<file path="src/sv/clock_offset_averaging_converter_unit_defines.svh">
// Assertion macros for the clock offset averaging converter.
`ifndef CLOCK_OFFSET_AVERAGING_CONVERTER_UNIT_DEFINES_SVH
`define CLOCK_OFFSET_AVERAGING_CONVERTER_UNIT_DEFINES_SVH

`ifndef ASSERT_OFF

// Plain property, checked outside reset.
`define COAC_ASSERT(lbl, clk, rst_n, prop, msg) \
	lbl: assert property (@(posedge clk) disable iff (!rst_n) (prop)) else $error(msg);

// Same-cycle implication.
`define COAC_ASSERT_IMPL(lbl, clk, rst_n, ante, cons, msg) \
	lbl: assert property (@(posedge clk) disable iff (!rst_n) (ante) |-> (cons)) else $error(msg);

// Next-cycle implication.
`define COAC_ASSERT_NEXT(lbl, clk, rst_n, ante, cons, msg) \
	lbl: assert property (@(posedge clk) disable iff (!rst_n) (ante) |=> (cons)) else $error(msg);

`else

`define COAC_ASSERT(lbl, clk, rst_n, prop, msg)
`define COAC_ASSERT_IMPL(lbl, clk, rst_n, ante, cons, msg)
`define COAC_ASSERT_NEXT(lbl, clk, rst_n, ante, cons, msg)

`endif

`endif

</file>
<file path="src/sv/coac_pkg.sv">
// Shared constants and controller/datapath types for the offset averaging converter.
`timescale 1ns / 1ps
package coac_pkg;

	localparam int DATA_W      = 64;
	localparam int COUNT_BITS  = 10;
	localparam int NEED_W      = 10;
	localparam int CMP_W       = (COUNT_BITS > NEED_W) ? COUNT_BITS : NEED_W;
	localparam int DIV_STEPS   = DATA_W;
	localparam int STEP_W      = $clog2(DIV_STEPS);

	localparam logic [NEED_W-1:0]     NEEDED_RESET = NEED_W'(10);
	localparam logic [COUNT_BITS-1:0] COUNT_MAX    = '1;

	// Commands from the controller, at most one per cycle
	typedef struct packed {
		logic capture;
		logic accum;
		logic delta;
		logic sum;
		logic absval;
		logic load_div;
		logic div_step;
		logic sign;
		logic offset;
		logic emit;
	} coac_cmd_t;

	// Status back to the controller
	typedef struct packed {
		logic locked;
		logic out_free;
	} coac_stat_t;

endpackage

</file>
<file path="src/sv/coac_in_if.sv">
// Request channel: timestamp to convert plus one calibration pair.
`timescale 1ns / 1ps
interface coac_in_if;
	import coac_pkg::*;

	logic                     valid;
	logic                     ready;
	logic signed [DATA_W-1:0] domain_ns;
	logic signed [DATA_W-1:0] sample_domain_ns;
	logic signed [DATA_W-1:0] sample_wall_ns;

	modport source (output valid, output domain_ns, output sample_domain_ns,
		output sample_wall_ns, input ready);
	modport sink (input valid, input domain_ns, input sample_domain_ns,
		input sample_wall_ns, output ready);
endinterface

</file>
<file path="src/sv/coac_out_if.sv">
// Result channel: converted timestamp, offset used and lock flag.
`timescale 1ns / 1ps
interface coac_out_if;
	import coac_pkg::*;

	logic                     valid;
	logic                     ready;
	logic signed [DATA_W-1:0] wall_ns;
	logic signed [DATA_W-1:0] offset_ns;
	logic                     offset_locked;

	modport source (output valid, output wall_ns, output offset_ns,
		output offset_locked, input ready);
	modport sink (input valid, input wall_ns, input offset_ns,
		input offset_locked, output ready);
endinterface

</file>
<file path="src/sv/coac_cfg_if.sv">
// Configuration write channel for the needed sample count.
`timescale 1ns / 1ps
interface coac_cfg_if;
	import coac_pkg::*;

	logic              valid;
	logic              ready;
	logic [NEED_W-1:0] needed_samples;

	modport source (output valid, output needed_samples, input ready);
	modport sink (input valid, input needed_samples, output ready);
endinterface

</file>
<file path="src/sv/clock_offset_averaging_converter_unit.sv">
// One request at a time: a new one is taken only after the last is loaded as a result.
// Unlocked requests pass accumulate, delta, sum, abs, divide, sign, offset; locked ones
// skip to result load. The 64-step radix-2 divider makes one quotient bit per cycle.
// A result register lets the next request in while a result waits to be taken.
// Reset clears the calibration state and the lock; needed_samples resets to 10.
`timescale 1ns / 1ps
`include "clock_offset_averaging_converter_unit_defines.svh"
module clock_offset_averaging_converter_unit (
	input  logic       clk,
	input  logic       arst_n,
	coac_in_if.sink    req,
	coac_out_if.source rsp,
	coac_cfg_if.sink   cfg
);
	import coac_pkg::*;

	coac_cmd_t  cmd;
	coac_stat_t stat;

	assign cfg.ready = 1'b1;

	// Sequencer
	coac_ctrl u_ctrl (
		.clk      (clk),
		.arst_n   (arst_n),
		.in_valid (req.valid),
		.in_ready (req.ready),
		.stat     (stat),
		.cmd      (cmd)
	);

	// Arithmetic and state
	coac_datapath u_dp (
		.clk              (clk),
		.arst_n           (arst_n),
		.cmd              (cmd),
		.stat             (stat),
		.domain_ns        (req.domain_ns),
		.sample_domain_ns (req.sample_domain_ns),
		.sample_wall_ns   (req.sample_wall_ns),
		.cfg_we           (cfg.valid),
		.cfg_needed       (cfg.needed_samples),
		.out_ready        (rsp.ready),
		.out_valid        (rsp.valid),
		.wall_ns          (rsp.wall_ns),
		.offset_ns        (rsp.offset_ns),
		.offset_locked    (rsp.offset_locked)
	);

	// Checks
	`COAC_ASSERT(a_cmd_onehot, clk, arst_n, $onehot0(cmd), "more than one command active")
	`COAC_ASSERT_IMPL(a_capture_hs, clk, arst_n, cmd.capture, req.valid && req.ready, "capture without request handshake")
	`COAC_ASSERT_IMPL(a_emit_free, clk, arst_n, cmd.emit, stat.out_free, "result loaded over a pending result")
	`COAC_ASSERT_NEXT(a_lock_sticky, clk, arst_n, stat.locked, stat.locked, "offset lock dropped")

endmodule

</file>
<file path="src/sv/coac_datapath.sv">
// Datapath: calibration state, running sum, radix-2 divider and result register.
`timescale 1ns / 1ps
module coac_datapath (
	input  logic                              clk,
	input  logic                              arst_n,
	input  coac_pkg::coac_cmd_t               cmd,
	output coac_pkg::coac_stat_t              stat,
	input  logic signed [coac_pkg::DATA_W-1:0] domain_ns,
	input  logic signed [coac_pkg::DATA_W-1:0] sample_domain_ns,
	input  logic signed [coac_pkg::DATA_W-1:0] sample_wall_ns,
	input  logic                              cfg_we,
	input  logic [coac_pkg::NEED_W-1:0]       cfg_needed,
	input  logic                              out_ready,
	output logic                              out_valid,
	output logic signed [coac_pkg::DATA_W-1:0] wall_ns,
	output logic signed [coac_pkg::DATA_W-1:0] offset_ns,
	output logic                              offset_locked
);
	import coac_pkg::*;

	logic [DATA_W-1:0]     domain_q;
	logic [DATA_W-1:0]     sd_q;
	logic [DATA_W-1:0]     sw_q;
	logic [DATA_W-1:0]     pair_off_q;
	logic [DATA_W-1:0]     delta_q;
	logic [DATA_W-1:0]     ref_off_q;
	logic                  have_ref_q;
	logic [DATA_W-1:0]     sum_q;
	logic [COUNT_BITS-1:0] count_q;
	logic                  neg_q;
	logic [DATA_W-1:0]     mag_q;
	logic [DATA_W-1:0]     quo_q;
	logic [COUNT_BITS-1:0] rem_q;
	logic [DATA_W-1:0]     qsig_q;
	logic [DATA_W-1:0]     offset_q;
	logic                  locked_q;
	logic [NEED_W-1:0]     needed_q;
	logic                  out_valid_q;
	logic [DATA_W-1:0]     wall_o_q;
	logic [DATA_W-1:0]     off_o_q;
	logic                  lock_o_q;

	logic [DATA_W-1:0]     pair_off;
	logic [COUNT_BITS:0]   trial;
	logic [COUNT_BITS:0]   trial_sub;
	logic                  trial_ge;

	// Offset of the current pair
	assign pair_off = sw_q - sd_q;

	// One restoring division step against the sample count
	assign trial     = {rem_q, quo_q[DATA_W-1]};
	assign trial_ge  = trial >= {1'b0, count_q};
	assign trial_sub = trial - {1'b0, count_q};

	// Capture the request payload
	always_ff @(posedge clk) begin
		if (cmd.capture) begin
			domain_q <= domain_ns;
			sd_q     <= sample_domain_ns;
			sw_q     <= sample_wall_ns;
		end
	end

	// Work registers of the averaging and division
	always_ff @(posedge clk) begin
		if (cmd.accum) begin
			pair_off_q <= pair_off;
		end
		if (cmd.delta) begin
			delta_q <= pair_off_q - ref_off_q;
		end
		if (cmd.absval) begin
			neg_q <= sum_q[DATA_W-1];
			mag_q <= sum_q[DATA_W-1] ? (DATA_W'(0) - sum_q) : sum_q;
		end
		if (cmd.load_div) begin
			quo_q <= mag_q + DATA_W'(count_q >> 1);
			rem_q <= '0;
		end else if (cmd.div_step) begin
			quo_q <= {quo_q[DATA_W-2:0], trial_ge};
			rem_q <= trial_ge ? trial_sub[COUNT_BITS-1:0] : trial[COUNT_BITS-1:0];
		end
		if (cmd.sign) begin
			qsig_q <= neg_q ? (DATA_W'(0) - quo_q) : quo_q;
		end
	end

	// Calibration state: reference, running sum, count, frozen offset
	always_ff @(posedge clk or negedge arst_n) begin
		if (!arst_n) begin
			ref_off_q  <= '0;
			have_ref_q <= 1'b0;
			sum_q      <= '0;
			count_q    <= '0;
			offset_q   <= '0;
			locked_q   <= 1'b0;
		end else begin
			if (cmd.accum) begin
				if (!have_ref_q) begin
					ref_off_q  <= pair_off;
					have_ref_q <= 1'b1;
				end
				if (count_q != COUNT_MAX) begin
					count_q <= count_q + COUNT_BITS'(1);
				end
			end
			if (cmd.sum) begin
				sum_q <= sum_q + delta_q;
			end
			if (cmd.offset) begin
				offset_q <= ref_off_q + qsig_q;
				if (CMP_W'(count_q) >= CMP_W'(needed_q)) begin
					locked_q <= 1'b1;
				end
			end
		end
	end

	// Needed sample count register
	always_ff @(posedge clk or negedge arst_n) begin
		if (!arst_n) begin
			needed_q <= NEEDED_RESET;
		end else if (cfg_we) begin
			needed_q <= cfg_needed;
		end
	end

	// Result register: hold until the sink takes it
	always_ff @(posedge clk or negedge arst_n) begin
		if (!arst_n) begin
			out_valid_q <= 1'b0;
		end else if (cmd.emit) begin
			out_valid_q <= 1'b1;
		end else if (out_ready) begin
			out_valid_q <= 1'b0;
		end
	end

	always_ff @(posedge clk) begin
		if (cmd.emit) begin
			wall_o_q <= domain_q + offset_q;
			off_o_q  <= offset_q;
			lock_o_q <= locked_q;
		end
	end

	assign stat.locked   = locked_q;
	assign stat.out_free = !out_valid_q || out_ready;

	assign out_valid     = out_valid_q;
	assign wall_ns       = wall_o_q;
	assign offset_ns     = off_o_q;
	assign offset_locked = lock_o_q;

endmodule

</file>
<file path="src/sv/coac_ctrl.sv">
// Controller: sequences capture, averaging, division and result load.
`timescale 1ns / 1ps
module coac_ctrl (
	input  logic                 clk,
	input  logic                 arst_n,
	input  logic                 in_valid,
	output logic                 in_ready,
	input  coac_pkg::coac_stat_t stat,
	output coac_pkg::coac_cmd_t  cmd
);
	import coac_pkg::*;

	localparam logic [3:0] ST_IDLE  = 4'd0;
	localparam logic [3:0] ST_ACCUM = 4'd1;
	localparam logic [3:0] ST_DELTA = 4'd2;
	localparam logic [3:0] ST_SUM   = 4'd3;
	localparam logic [3:0] ST_ABS   = 4'd4;
	localparam logic [3:0] ST_LOAD  = 4'd5;
	localparam logic [3:0] ST_DIV   = 4'd6;
	localparam logic [3:0] ST_SIGN  = 4'd7;
	localparam logic [3:0] ST_OFF   = 4'd8;
	localparam logic [3:0] ST_EMIT  = 4'd9;

	localparam logic [STEP_W-1:0] LAST_STEP = STEP_W'(DIV_STEPS - 1);

	logic [3:0]        state_q;
	logic [3:0]        state_d;
	logic [STEP_W-1:0] step_q;

	// Next state and commands
	always_comb begin
		state_d = state_q;
		cmd     = '0;
		case (state_q)
			ST_IDLE: begin
				if (in_valid) begin
					cmd.capture = 1'b1;
					state_d     = stat.locked ? ST_EMIT : ST_ACCUM;
				end
			end
			ST_ACCUM: begin
				cmd.accum = 1'b1;
				state_d   = ST_DELTA;
			end
			ST_DELTA: begin
				cmd.delta = 1'b1;
				state_d   = ST_SUM;
			end
			ST_SUM: begin
				cmd.sum = 1'b1;
				state_d = ST_ABS;
			end
			ST_ABS: begin
				cmd.absval = 1'b1;
				state_d    = ST_LOAD;
			end
			ST_LOAD: begin
				cmd.load_div = 1'b1;
				state_d      = ST_DIV;
			end
			ST_DIV: begin
				cmd.div_step = 1'b1;
				if (step_q == LAST_STEP) begin
					state_d = ST_SIGN;
				end
			end
			ST_SIGN: begin
				cmd.sign = 1'b1;
				state_d  = ST_OFF;
			end
			ST_OFF: begin
				cmd.offset = 1'b1;
				state_d    = ST_EMIT;
			end
			ST_EMIT: begin
				if (stat.out_free) begin
					cmd.emit = 1'b1;
					state_d  = ST_IDLE;
				end
			end
			default: begin
				state_d = ST_IDLE;
			end
		endcase
	end

	// State and division step counter
	always_ff @(posedge clk or negedge arst_n) begin
		if (!arst_n) begin
			state_q <= ST_IDLE;
			step_q  <= '0;
		end else begin
			state_q <= state_d;
			if (state_q == ST_LOAD) begin
				step_q <= '0;
			end else if (state_q == ST_DIV) begin
				step_q <= step_q + STEP_W'(1);
			end
		end
	end

	assign in_ready = (state_q == ST_IDLE);

endmodule
</file>
<file path="src/flat_wrapper.sv">
// flat-port wrapper written by rule: the top's interface ports become plain ports
module clock_offset_averaging_converter_unit_flat import coac_pkg::*;
  (clk, arst_n, req_valid, req_domain_ns, req_sample_domain_ns, req_sample_wall_ns, req_ready, rsp_valid, rsp_wall_ns, rsp_offset_ns, rsp_offset_locked, rsp_ready, cfg_valid, cfg_needed_samples, cfg_ready);
  coac_in_if req_i ();
  coac_out_if rsp_i ();
  coac_cfg_if cfg_i ();
  input  logic clk;
  input  logic arst_n;
  input wire logic [$bits(req_i.valid)-1:0] req_valid;
  input wire logic [$bits(req_i.domain_ns)-1:0] req_domain_ns;
  input wire logic [$bits(req_i.sample_domain_ns)-1:0] req_sample_domain_ns;
  input wire logic [$bits(req_i.sample_wall_ns)-1:0] req_sample_wall_ns;
  output wire logic [$bits(req_i.ready)-1:0] req_ready;
  output wire logic [$bits(rsp_i.valid)-1:0] rsp_valid;
  output wire logic [$bits(rsp_i.wall_ns)-1:0] rsp_wall_ns;
  output wire logic [$bits(rsp_i.offset_ns)-1:0] rsp_offset_ns;
  output wire logic [$bits(rsp_i.offset_locked)-1:0] rsp_offset_locked;
  input wire logic [$bits(rsp_i.ready)-1:0] rsp_ready;
  input wire logic [$bits(cfg_i.valid)-1:0] cfg_valid;
  input wire logic [$bits(cfg_i.needed_samples)-1:0] cfg_needed_samples;
  output wire logic [$bits(cfg_i.ready)-1:0] cfg_ready;
  assign req_i.valid = req_valid;
  assign req_i.domain_ns = req_domain_ns;
  assign req_i.sample_domain_ns = req_sample_domain_ns;
  assign req_i.sample_wall_ns = req_sample_wall_ns;
  assign req_ready = req_i.ready;
  assign rsp_valid = rsp_i.valid;
  assign rsp_wall_ns = rsp_i.wall_ns;
  assign rsp_offset_ns = rsp_i.offset_ns;
  assign rsp_offset_locked = rsp_i.offset_locked;
  assign rsp_i.ready = rsp_ready;
  assign cfg_i.valid = cfg_valid;
  assign cfg_i.needed_samples = cfg_needed_samples;
  assign cfg_ready = cfg_i.ready;
  clock_offset_averaging_converter_unit u_core (.clk(clk), .arst_n(arst_n), .req(req_i), .rsp(rsp_i), .cfg(cfg_i));
endmodule
</file>
<file path="config.mk">
export PLATFORM = sky130hd
export DESIGN_NAME = clock_offset_averaging_converter_unit_flat
export DESIGN_NICKNAME = d
export VERILOG_FILES = /design/src/sv/coac_pkg.sv /design/src/sv/coac_in_if.sv /design/src/sv/coac_out_if.sv /design/src/sv/coac_cfg_if.sv /design/src/sv/clock_offset_averaging_converter_unit.sv /design/src/sv/coac_datapath.sv /design/src/sv/coac_ctrl.sv /design/src/flat_wrapper.sv
export VERILOG_INCLUDE_DIRS = /design/src /design/src/sv
export SDC_FILE = /design/constraint.sdc
export NUM_CORES = 2
export LEC_CHECK = 0
export BUFFER_PORTS_ARGS = -buffer_cell sky130_fd_sc_hd__buf_2
export CAP_MARGIN = 20
export CORE_ASPECT_RATIO = 0.9
export CORE_MARGIN = 1
export CORE_UTILIZATION = 55
export DETAILED_ROUTE_END_ITERATION = 16
export PLACE_DENSITY_LB_ADDON = 0.1
export SYNTH_ARGS = -nofsm -noshare
export SYNTH_HDL_FRONTEND = slang
export SYNTH_SLANG_ARGS = --single-unit
</file>
<file path="constraint.sdc">
create_clock -name clk -period 6.5 [get_ports clk]
set_input_delay 0.325 -clock clk [delete_from_list [all_inputs] [get_ports clk]]
set_output_delay 0.325 -clock clk [all_outputs]
set_load 0.01 [all_outputs]
</file>
==> results.cfg <==
[clock_tree]
clk_pin_slew_worst_paths_ps = 60
h-tree-depth = 3
clockRootBuffer = clkbuf_16
clockBufferDepth = 3
clock_latency_ps = 680
cts_tree = done
clock_sinks = 877
cts_buffers = 94

[power]
power.density_nw_per_um2 = 519
switching_share = 0.423
internal-power_w = 0.0180
clock_power_share = 0.172
irDropWorstVdd_mv = 0.277
p_seq_frac = 0.331
power_frac_comb = 0.497
switchingPower_w = 0.0132
p_leak_nw = 24.6

[setup_path]
critPathBufInv = 0
cp.required_ps = 6920
path_delay_family = compound AO/OA/AOI/OAI gates
critical_path_class = register to register
critPathLaunchType = register
slowest_stage = o31a_1
critPathCaptureType = register
path_max_fanout = 4
worstPathArrival_ps = 4730
slowest_delay_ps = 470
crit_chain = ha_1 -> fa_1 -> nand2b_1 -> a21oi_1 -> o21ai_0 -> a21oi_1 -> a21oi_1 -> o31a_1 -> o31a_1 -> o21ai_0 -> a31oi_1 -> xnor2_1
crit_top_cell = a21oi_1

[placement]
gp_congestion = 0.928
portBuffers = 337
hpwl_um = 101000

[die]
io_pins = 339
core_um2 = 93400
die-height_um = 294
initial_utilization = 0.557
die_w_um = 326
dieArea_um2 = 95900
rows = 106

[drt]
ant_nets = 0
vias = 39700
wl_met1_um = 64100
routed_via_density = 5.75
dr.pass1.iters = 6
met3_length_um = 8350
wl_per_cell_um = 19.5
wl_um = 135000
top_layer = met4
wl_met2_um = 58100
drtIter0Drc = 2805
drc = 0

[finish]
final_common_cell = edfxtp_1
nNetsFinal = 6138
layout_common_cells = 642 x edfxtp_1, 576 x nand2_1, 504 x o21ai_0
filler_cell_count = 7566
area.growth.synth_to_final_pct = 15.3
drive_gt1_frac = 0.104

[grt]
antenna_found_initial = 3
grt_max_degree = 139
grt_first_pass_wirelength_um = 208000
track_usage = 0.278
grt_pass1_vias = 37694
overflow = 0

[timing]
worst_slew_pin_slew_ps = 1060
hold_violations = 0
fin_skew_ps = 27.1
fin_crit_ps = 4320
clock.fmax_mhz = 232
rsz0062_at_grt = no
setup_tns_ps = 0
setup_violations = 0
maxSlewViolCount = 0
period_share = 0.664
timing.hold.ws_ps = 53.2
slew_headroom = 0.288

[synth]
ys_async_sr_fraction = 0.257
yosysSeqAreaShare = 0.483
synth_area_um2 = 52000
ys_top_cells_by_area = edfxtp_1 37%, dfrtp_1 11%, ha_1 8.4%
yosysTopAreaCell = edfxtp_1
synth_edf_count = 642
netlist_instances = 5113
yosysUniqueCellTypes = 86
synth_fp_nets = 5675
ys.flop_type = edfxtp_1
synth_warnings = 0
synth.avg_cell_area_um2 = 10.2
synth_top_area_frac = 0.370
ys_seq_elements = 877

[outcome]
status = complete, no violations

[hold_path]
hp-class = primary input to register

[job]
max_cap_violations = 0
tightest hold or removal path, stage by stage:
cell and delay (ps):
buf_2 200, nand2_1 80, o21ai_0 70
power groups by stage:
stage | registers [W] | logic (W) | clock network [W]
2_1_floorplan | 0.00964 | 0.0118 | 0
3_3_place_gp | 0.0103 | 0.0151 | 0
3_5_place_dp | 0.0104 | 0.0151 | 0
4_1_cts | 0.0103 | 0.0153 | 0.00546
5_1_grt | 0.0105 | 0.0172 | 0.00566
6_report | 0.0103 | 0.0155 | 0.00535
logic make-up (layout without fill, tap and decap cells):
family	count (synthesis)	after routing	synth area share
AO/OA/AOI/OAI	1534	1534	0.183
AND/OR/NAND/NOR	1359	1359	0.125
flip-flops	877	877	0.483
XOR/XNOR	499	499	0.0840
buffers and inverters	459	1003	0.0335
adder cells (fa/ha/maj)	355	355	0.0864
multiplexers	29	29	0.00599
other	1	4	0.0000721
per-stage QoR:
stage | cell area [µm²] | setup WS (ps) | util | instances | power, W
after floorplan | 52000 | 618 | - | 5113 | 0.0214
after global placement | 54800 | 2380 | 0.587 | 6514 | 0.0254
after detailed placement | 54800 | 2400 | 0.587 | 6515 | 0.0255
after CTS | 60000 | 2330 | 0.642 | 6897 | 0.0311
after global routing | 60000 | 2150 | 0.642 | 6899 | 0.0333
final | 60000 | 2180 | 0.643 | 6902 | 0.0311
final cells by class:
type | instances | area, µm² | area share
flip-flops and latches | 877 | 25100 | 0.419
clock buffers | 121 | 2570 | 0.0428
diodes | 3 | 7.51 | 0.000125
clock inverters | 56 | 522 | 0.00870
multi-input cells | 3777 | 25300 | 0.421
repair buffers | 568 | 4000 | 0.0666
inverters | 258 | 968 | 0.0161
well taps | 1242 | 1550 | 0.0259
metal layers:
layer  GRT usage  vias up
li1            -    19754
met1       0.408    18574
met2       0.422     1158
met3      0.0405      214
met4      0.0881        0
met5           0        -
worst paths after layout:
check	startpoint	end	slack, ps	cells past startpoint
setup / recovery	u_core.u_dp.sd_q[0]	u_core.u_dp.pair_off_q[60]	2180	12
hold / removal	cfg_valid	u_core.u_dp.needed_q[6]	50	3
setup reg to reg	u_core.u_dp.sd_q[0]	u_core.u_dp.pair_off_q[60]	2180	12
hold reg to reg	u_core.u_dp.offset_q[15]	u_core.u_dp.offset_ns[15]	480	0
max in group asynchronous	arst_n	u_core.u_dp.sum_q[12]	4980	3
min in group asynchronous	arst_n	u_core.u_dp.offset_q[62]	230	2
synth_stat cells, types with 39 or more instances:
cell / instances
a211oi_1: 39
a21o_1: 213
a21oi_1: 370
a31oi_1: 43
and3_1: 57
clkbuf_1: 190
dfrtp_1: 223
edfxtp_1: 642
ha_1: 348
inv_1: 258
nand2_1: 578
nand2b_1: 45
nand3_1: 99
nand4_1: 99
nor2_1: 194
nor3_1: 72
o21a_1: 47
o21ai_0: 505
o21bai_1: 63
o31ai_1: 56
or3_1: 42
xnor2_1: 350
xor2_1: 149
what timing repair did:
item / 4_1_cts / 5_1_grt
hold buffers: 205 / 0
hold endpoints to repair: 290 / 0
resized for setup: 0 / 0
setup buffers: 0 / 0
No activity file was read; power rests on OpenSTA's default activity.
